File: config.mk
export PLATFORM = sky130hd
export DESIGN_NAME = dmx512_frame_bit_packer
export DESIGN_NICKNAME = d
export VERILOG_FILES = /design/src/dmx_pkg.sv /design/src/dmx512_frame_bit_packer.sv
export SDC_FILE = /design/constraint.sdc
export NUM_CORES = 1
export LEC_CHECK = 0
export BUFFER_PORTS_ARGS = -buffer_cell sky130_fd_sc_hd__buf_2
export CELL_PAD_IN_SITES_DETAIL_PLACEMENT = 1
export CELL_PAD_IN_SITES_GLOBAL_PLACEMENT = 1
export CORE_MARGIN = 4
export CORE_UTILIZATION = 40
export CTS_BUF_LIST = sky130_fd_sc_hd__clkbuf_4 sky130_fd_sc_hd__clkbuf_8 sky130_fd_sc_hd__clkbuf_16
export DETAILED_ROUTE_END_ITERATION = 10
export GPL_ROUTABILITY_DRIVEN = 0
export HOLD_SLACK_MARGIN = 0.06
export PLACE_DENSITY = 0.82
export SLEW_MARGIN = 20
export SYNTH_ARGS = -nofsm -noshare
export SYNTH_HDL_FRONTEND = slang
export SYNTH_SLANG_ARGS = --single-unit
File: constraint.sdc
create_clock -name clk -period 5.5 [get_ports clk]
set_input_delay 0.275 -clock clk [delete_from_list [all_inputs] [get_ports clk]]
set_output_delay 0.275 -clock clk [all_outputs]
set_load 0.05 [all_outputs]
File: src/dmx_pkg.sv
// ----------------------------------------------------------------------------
// dmx_pkg
// Shared types and constants for the DMX512 frame bit packer.
// ----------------------------------------------------------------------------
package dmx_pkg;

    localparam int WORD_W     = 32;
    localparam int OFFSET_W   = 16;
    localparam int INDEX_W    = 11;
    localparam int BREAK_W    = 7;
    localparam int MAB_W      = 6;
    localparam int CFG_DATA_W = 16;
    localparam int MAX_WORDS  = 3;

    localparam logic [OFFSET_W-1:0] OFFSET_MAX  = 16'hFFFF;
    localparam logic [BREAK_W-1:0]  BREAK_LIMIT = 7'd64;
    localparam logic [MAB_W-1:0]    MAB_LIMIT   = 6'd32;

    localparam logic [BREAK_W-1:0]  BREAK_RESET  = 7'd24;
    localparam logic [MAB_W-1:0]    MAB_RESET    = 6'd3;
    localparam logic [OFFSET_W-1:0] TARGET_RESET = 16'd7280;

    // register indexes on the config port
    localparam logic [1:0] CFG_BREAK_CELLS = 2'd0;
    localparam logic [1:0] CFG_MAB_CELLS   = 2'd1;
    localparam logic [1:0] CFG_PAD_TARGET  = 2'd2;

    typedef enum logic [1:0] {
        REQ_START = 2'd0,
        REQ_SLOT  = 2'd1,
        REQ_PAD   = 2'd2
    } req_t;

    typedef struct packed {
        logic [WORD_W-1:0]   word;
        logic [INDEX_W-1:0]  index;
        logic                done;
        logic [OFFSET_W-1:0] total;
    } res_t;

endpackage

File: src/dmx512_frame_bit_packer.sv
// ----------------------------------------------------------------------------
// dmx512_frame_bit_packer
// Packs DMX512 break, mark-after-break, slot and pad bit cells into 32-bit
// words, earliest bit in bit 31, and streams out each completed word.
// ----------------------------------------------------------------------------
// A word appears on the master side in the cycle after the request that
// completes it. One request per cycle is taken while each request completes
// at most one word and the master side is not stalled; a start request
// completing two or three words holds off the slave side while the 3-entry
// result queue drains. Reset clears bit offset, word and queue, and loads the
// default break, mark-after-break and pad target values.
// ----------------------------------------------------------------------------
module dmx512_frame_bit_packer
(
    input  logic        clk,
    input  logic        rst_n,

    input  logic        cfg_we,
    input  logic [1:0]  cfg_addr,
    input  logic [15:0] cfg_wdata,

    input  logic        s_tvalid,
    output logic        s_tready,
    input  logic [7:0]  s_tdata,    // [7:0] slot_byte
    input  logic [1:0]  s_tuser,    // [1:0] req_type

    output logic        m_tvalid,
    input  logic        m_tready,
    output logic [63:0] m_tdata,    // [31:0] out_word, [42:32] word_index,
                                    // [58:43] total_bits, [63:59] zero
    output logic        m_tlast     // frame_done
);

    // configuration
    logic [dmx_pkg::BREAK_W-1:0]  break_reg;
    logic [dmx_pkg::MAB_W-1:0]    mab_reg;
    logic [dmx_pkg::OFFSET_W-1:0] target_reg;

    // frame state
    logic [dmx_pkg::OFFSET_W-1:0] off_reg, off_next;
    logic [dmx_pkg::WORD_W-1:0]   acc_reg, acc_next;

    // result queue
    dmx_pkg::res_t q_reg [dmx_pkg::MAX_WORDS];
    logic [1:0]    rd_reg, rd_next;
    logic [1:0]    cnt_reg, cnt_next;

    dmx_pkg::res_t res_new [dmx_pkg::MAX_WORDS];
    logic [1:0]    n_new;
    dmx_pkg::res_t head;

    logic accept;
    logic pop;

    // slot path
    logic [4:0]  pos;
    logic [15:0] avail;
    logic [3:0]  k_slot;
    logic [10:0] slot_bits;
    logic [10:0] slot_keep;
    logic [63:0] win;
    logic [5:0]  pos_sum;

    // pad path
    logic        pad_go;
    logic        pad_sat;
    logic [31:0] fill;
    logic [31:0] pad_word;
    logic [15:0] pad_total;

    // start path
    logic [6:0]  nb;
    logic [5:0]  nm;
    logic [6:0]  tot_cells;
    logic [95:0] seq;

    assign pop      = m_tvalid && m_tready;
    assign accept   = s_tvalid && s_tready;
    assign s_tready = (cnt_reg == 2'd0) || ((cnt_reg == 2'd1) && m_tready);

    assign head     = q_reg[rd_reg];
    assign m_tvalid = (cnt_reg != 2'd0);
    assign m_tdata  = {5'd0, head.total, head.index, head.word};
    assign m_tlast  = head.done;

    // ---------------------------------------------------------------- slot
    always_comb
    begin
        pos   = off_reg[4:0];
        avail = dmx_pkg::OFFSET_MAX - off_reg;
        if (avail >= 16'd11)
            k_slot = 4'd11;
        else
            k_slot = avail[3:0];

        // start bit, data LSB first, two stop bits; first bit at the MSB
        slot_bits[10] = 1'b0;
        for (int i = 0; i < 8; i++)
            slot_bits[9-i] = s_tdata[i];
        slot_bits[1:0] = 2'b11;

        // near saturation only the leading k bits are kept
        slot_keep = slot_bits & ~(11'h7FF >> k_slot);
        win       = {acc_reg, 32'h0} | ({53'h0, slot_keep} << (6'd53 - {1'b0, pos}));
        pos_sum   = {1'b0, pos} + {2'b0, k_slot};
    end

    // ----------------------------------------------------------------- pad
    always_comb
    begin
        pad_go  = (off_reg != dmx_pkg::OFFSET_MAX) &&
                  !((pos == 5'd0) && (off_reg >= target_reg));
        pad_sat = (off_reg[15:5] == 11'h7FF);
        fill    = 32'hFFFF_FFFF >> pos;
        if (pad_sat)
            fill = fill & ~32'h1;       // last cell position is never stored
        pad_word  = acc_reg | fill;
        pad_total = {off_reg[15:5] + 11'd1, 5'd0};
    end

    // --------------------------------------------------------------- start
    always_comb
    begin
        nb        = (break_reg > dmx_pkg::BREAK_LIMIT) ? dmx_pkg::BREAK_LIMIT : break_reg;
        nm        = (mab_reg > dmx_pkg::MAB_LIMIT) ? dmx_pkg::MAB_LIMIT : mab_reg;
        tot_cells = nb + {1'b0, nm};
        seq       = ({96{1'b1}} >> nb) & ~({96{1'b1}} >> tot_cells);
    end

    // ------------------------------------------------------ request decode
    always_comb
    begin
        off_next = off_reg;
        acc_next = acc_reg;
        n_new    = 2'd0;
        for (int k = 0; k < dmx_pkg::MAX_WORDS; k++)
        begin
            res_new[k].word  = seq[95-32*k -: 32];
            res_new[k].index = 11'(k);
            res_new[k].done  = 1'b0;
            res_new[k].total = 16'(32 * (k + 1));
        end

        unique case (dmx_pkg::req_t'(s_tuser))
            dmx_pkg::REQ_START:
            begin
                off_next = {9'd0, tot_cells};
                n_new    = tot_cells[6:5];
                case (tot_cells[6:5])
                    2'd0:    acc_next = seq[95:64];
                    2'd1:    acc_next = seq[63:32];
                    2'd2:    acc_next = seq[31:0];
                    default: acc_next = 32'h0;
                endcase
            end
            dmx_pkg::REQ_SLOT:
            begin
                off_next = off_reg + {12'd0, k_slot};
                if (pos_sum[5])
                begin
                    acc_next         = win[31:0];
                    n_new            = 2'd1;
                    res_new[0].word  = win[63:32];
                    res_new[0].index = off_reg[15:5];
                    res_new[0].total = pad_total;
                end
                else
                begin
                    acc_next = win[63:32];
                end
            end
            dmx_pkg::REQ_PAD:
            begin
                if (pad_go)
                begin
                    if (pad_sat)
                    begin
                        acc_next = pad_word;
                        off_next = dmx_pkg::OFFSET_MAX;
                    end
                    else
                    begin
                        acc_next         = 32'h0;
                        off_next         = pad_total;
                        n_new            = 2'd1;
                        res_new[0].word  = pad_word;
                        res_new[0].index = off_reg[15:5];
                        res_new[0].done  = (pad_total >= target_reg);
                        res_new[0].total = pad_total;
                    end
                end
            end
            default:
            begin
                off_next = off_reg;
            end
        endcase
    end

    // ---------------------------------------------------------- queue ctrl
    always_comb
    begin
        rd_next  = rd_reg;
        cnt_next = cnt_reg;
        if (accept)
        begin
            rd_next  = 2'd0;
            cnt_next = n_new;
        end
        else if (pop)
        begin
            cnt_next = cnt_reg - 2'd1;
            rd_next  = (cnt_reg == 2'd1) ? 2'd0 : rd_reg + 2'd1;
        end
    end

    always_ff @(posedge clk or negedge rst_n)
    begin
        if (!rst_n)
        begin
            break_reg  <= dmx_pkg::BREAK_RESET;
            mab_reg    <= dmx_pkg::MAB_RESET;
            target_reg <= dmx_pkg::TARGET_RESET;
        end
        else if (cfg_we)
        begin
            case (cfg_addr)
                dmx_pkg::CFG_BREAK_CELLS: break_reg  <= cfg_wdata[dmx_pkg::BREAK_W-1:0];
                dmx_pkg::CFG_MAB_CELLS:   mab_reg    <= cfg_wdata[dmx_pkg::MAB_W-1:0];
                dmx_pkg::CFG_PAD_TARGET:  target_reg <= cfg_wdata;
                default:                  target_reg <= target_reg;
            endcase
        end
    end

    always_ff @(posedge clk or negedge rst_n)
    begin
        if (!rst_n)
        begin
            off_reg <= '0;
            acc_reg <= '0;
            rd_reg  <= '0;
            cnt_reg <= '0;
        end
        else
        begin
            if (accept)
            begin
                off_reg <= off_next;
                acc_reg <= acc_next;
            end
            rd_reg  <= rd_next;
            cnt_reg <= cnt_next;
        end
    end

    always_ff @(posedge clk)
    begin
        if (accept)
        begin
            for (int k = 0; k < dmx_pkg::MAX_WORDS; k++)
                q_reg[k] <= res_new[k];
        end
    end

    // ---------------------------------------------------------- assertions
    a_queue_bound: assert property (@(posedge clk) disable iff (!rst_n)
        ({1'b0, rd_reg} + {1'b0, cnt_reg}) <= 3'd3)
        else $error("result queue read past its last entry");

    a_hold_input: assert property (@(posedge clk) disable iff (!rst_n)
        (cnt_reg >= 2'd2) |-> !s_tready)
        else $error("request taken while several words still queued");

    a_aligned_clear: assert property (@(posedge clk) disable iff (!rst_n)
        (off_reg[4:0] == 5'd0) |-> (acc_reg == 32'h0))
        else $error("partial word not empty at a word boundary");

    a_total_index: assert property (@(posedge clk) disable iff (!rst_n)
        m_tvalid |-> (m_tdata[58:43] == {m_tdata[42:32] + 11'd1, 5'd0}))
        else $error("total_bits does not follow word_index");

endmodule
==> impl_metrics.json <==
{
  "cap_violations": 0,
  "die_area_um2": 41900,
  "r2r_end": "q_reg[0][45]",
  "fin_crit_sh_pct": 89.6,
  "dr.first_iter.drc_count": 2808,
  "htreeDepth": 4,
  "drc": 0,
  "arrival_ns": 5.13,
  "dpl.cell_count": 2337,
  "cts_root_buffer": "clkbuf_16",
  "wl_per_cell_um": 28.5,
  "grt_pass1_vias": 16276,
  "vdd_drop_max_mv": 0.216,
  "overflow": 0,
  "post_cts_resized": 0,
  "final_common_cell": "nand2_1",
  "die_y_um": 205,
  "syn_inst": 1819,
  "grt_usage_pct": 31.6,
  "hold_start": "cfg_wdata[13]",
  "synth-adder-area-share_pct": 4.20,
  "dp_hpwl_um": 50100,
  "start_util_pct": 40.8,
  "largest_reg_flops": 119,
  "ys_ff_latch": 200,
  "synth_warnings": 0,
  "rsz0062_at_grt": "no",
  "synth-simple-area-share_pct": 18.6,
  "netlist_area_um2": 15500,
  "tightestPinTransition_ns": 1.28,
  "via_per_inst": 6.88,
  "synth.mux.area_fraction_pct": 5.45,
  "synth_compound_area_share_pct": 28.2,
  "cp.required_ns": 5.70,
  "finalHoldViolations": 0,
  "tns_ns": 0,
  "synth_cell_type_count": 100,
  "final_cells": 2382,
  "layout_common_cells": "nand2_1 (204), o21ai_0 (172), a21oi_1 (170)",
  "crit_start": "break_reg[4]",
  "die_x_um": 205,
  "reg2reg_depth": 11,
  "skew_ns": 0.0227,
  "port-buffer-count": 89,
  "start_kind": "flip-flop",
  "final_net_count": 1938,
  "synth-xor-area-share_pct": 0.961,
  "hp-class": "input port to flip-flop",
  "p_per_area_nw_per_um2": 619,
  "cp-end-kind": "flip-flop",
  "clock-sinks": 200,
  "wl_um": 67900,
  "status": "finished clean",
  "setup_slack_ns": 0.569,
  "synth_flop_cell": "edfxtp_1",
  "drive_gt1_share_pct": 14.8,
  "synth_top_family_by_area": "compound AO/OA/AOI/OAI gates",
  "num_rows": 71,
  "clockBufferDepth": 2,
  "syn2layout_area_growth_pct": 9.89,
  "postSynthAreaPerCell_um2": 8.51,
  "min_path_cells": 2,
  "io_pins": 100,
  "grt_max_degree": 78,
  "numCtsBuffers": 17,
  "antenna_found_initial": 1,
  "max_clock_freq_mhz": 203,
  "clk_pin_slew_ns": 0.08,
  "core_um2": 37900,
  "min_period_ns": 4.93,
  "leakagePower_nw": 6.62,
  "slew_violations": 0,
  "ant_nets": 0,
  "place_ws_ns": 0.920,
  "cts_tree": "yes",
  "vias": 16391,
  "path_max_fanout": 24,
  "synth-edff-count": 119,
  "setup_violations": 0,
  "grt_pass1_wl_um": 102000,
  "timing.rr.start": "break_reg[4]",
  "yosysSeqAreaShare_pct": 36.2,
  "hold-path-endpoint": "target_reg[13]",
  "synthArstFlopShare_pct": 40.5,
  "ff2ff_setup_slack_ns": 0.57,
  "worstSetupPathType": "flip-flop to flip-flop",
  "clock_latency_ns": 0.48,
  "slew_headroom_pct": 14.2,
  "firstDrtPassIters": 7
}
==> metrics by stage <==
stage | power (W) | hold WS, ns | util [%] | area [um2]
3_5_place_dp | 0.00884 | 0.419 | 42.9 | 16300
2_1_floorplan | 0.00676 | -0.0206 | - | 15500
4_1_cts | 0.0102 | 0.0746 | 44.9 | 17000
3_3_place_gp | 0.00865 | 0.405 | 42.9 | 16300
5_1_grt | 0.0109 | 0.0865 | 44.9 | 17000
6_report | 0.0105 | 0.0741 | 44.9 | 17000
==> worst max-delay path: stages, from the launching register on <==
cell      delay, ns
dfstp_2        0.73
clkinv_1       0.31
nor2_1         0.48
ha_1           0.41
nor2b_1        0.20
a221oi_2       0.56
nand3_1        0.18
buf_4          0.30
nor3_1         0.91
a21oi_1        0.25
nor2_1         0.16
o311ai_0       0.16
==> power by group <==
part / switching (W) / leakage, nW / internal [W]
Sequential: 0.000343 / 2.14 / 0.00222
Clock: 0.000648 / 0.303 / 0.000750
Combinational: 0.00483 / 4.17 / 0.00175
Total: 0.00582 / 6.62 / 0.00472
==> synthesized netlist by cell type, drive strengths merged (10+ instances only) <==
library cell	count	area share (%)
nand2b	21	0.85
a31oi	22	0.89
a211oi	22	1.1
a221oi	23	1.5
mux2i	46	3.0
nor2	169	4.1
nand4	17	0.82
or2	10	0.40
nor4	11	0.61
o22ai	10	0.44
edfxtp	119	23
and3	15	0.62
nor3	38	1.3
clkbuf	98	3.4
ha	48	3.9
nand2	205	5.0
a21oi	171	5.6
dfstp	10	1.7
a22oi	10	0.48
xnor2	12	0.68
and2	48	1.9
inv	47	1.1
o21ai	179	5.9
o211ai	28	1.4
a21o	22	1.1
nand3	34	1.1
buf	47	1.7
nor2b	14	0.57
a211o	10	0.57
dfrtp	71	11
o21a	11	0.53
o221ai	20	1.1
mux2	34	2.5
o31ai	28	1.4
==> cells by family after synthesis <==
kind of cell	Yosys count
AOI/OAI and AO/OA	663
xor gates and xnor gates	17
adders and majority gates	52
buffers and inverters	198
DFF	200
muxes	80
other	1
and+or+nand+nor	608
==> what timing repair did <==
item,CTS,global route
buffers inserted,0,0
hold endpoints to repair,54,0
hold buffers,11,0
==> layout make-up <==
class	instances	area, um2
clock buffers	23	505
clock inverters	9	111
multi-input cells	1430	8970
fillers	4526	20900
flip-flops and latches	200	5620
inverters	53	199
diodes	2	5.00
well taps	511	639
repair buffers	154	976
==> worst max path at each step <==
stage	endpoint	slack, ns
finish	q_reg[0][45]	0.57
floorplan	q_reg[0][57]	1.17
global placement	acc_reg[11]	1.12
global route	q_reg[0][45]	0.52
detailed placement	q_reg[0][45]	0.92
CTS	q_reg[0][45]	0.84
==> routing by layer <==
metal / part of all wire (%) / wire [um] / vias up / GRT usage (%)
li1: - / - / 6872 / -
met1: 38 / 26000 / 7944 / 41.5
met2: 42 / 28600 / 1235 / 46.4
met3: 13 / 8500 / 340 / 9.20
met4: 7.1 / 4790 / 0 / 18.5
met5: 0 / 0 / - / 0
Power figures use the tool's default switching activity.
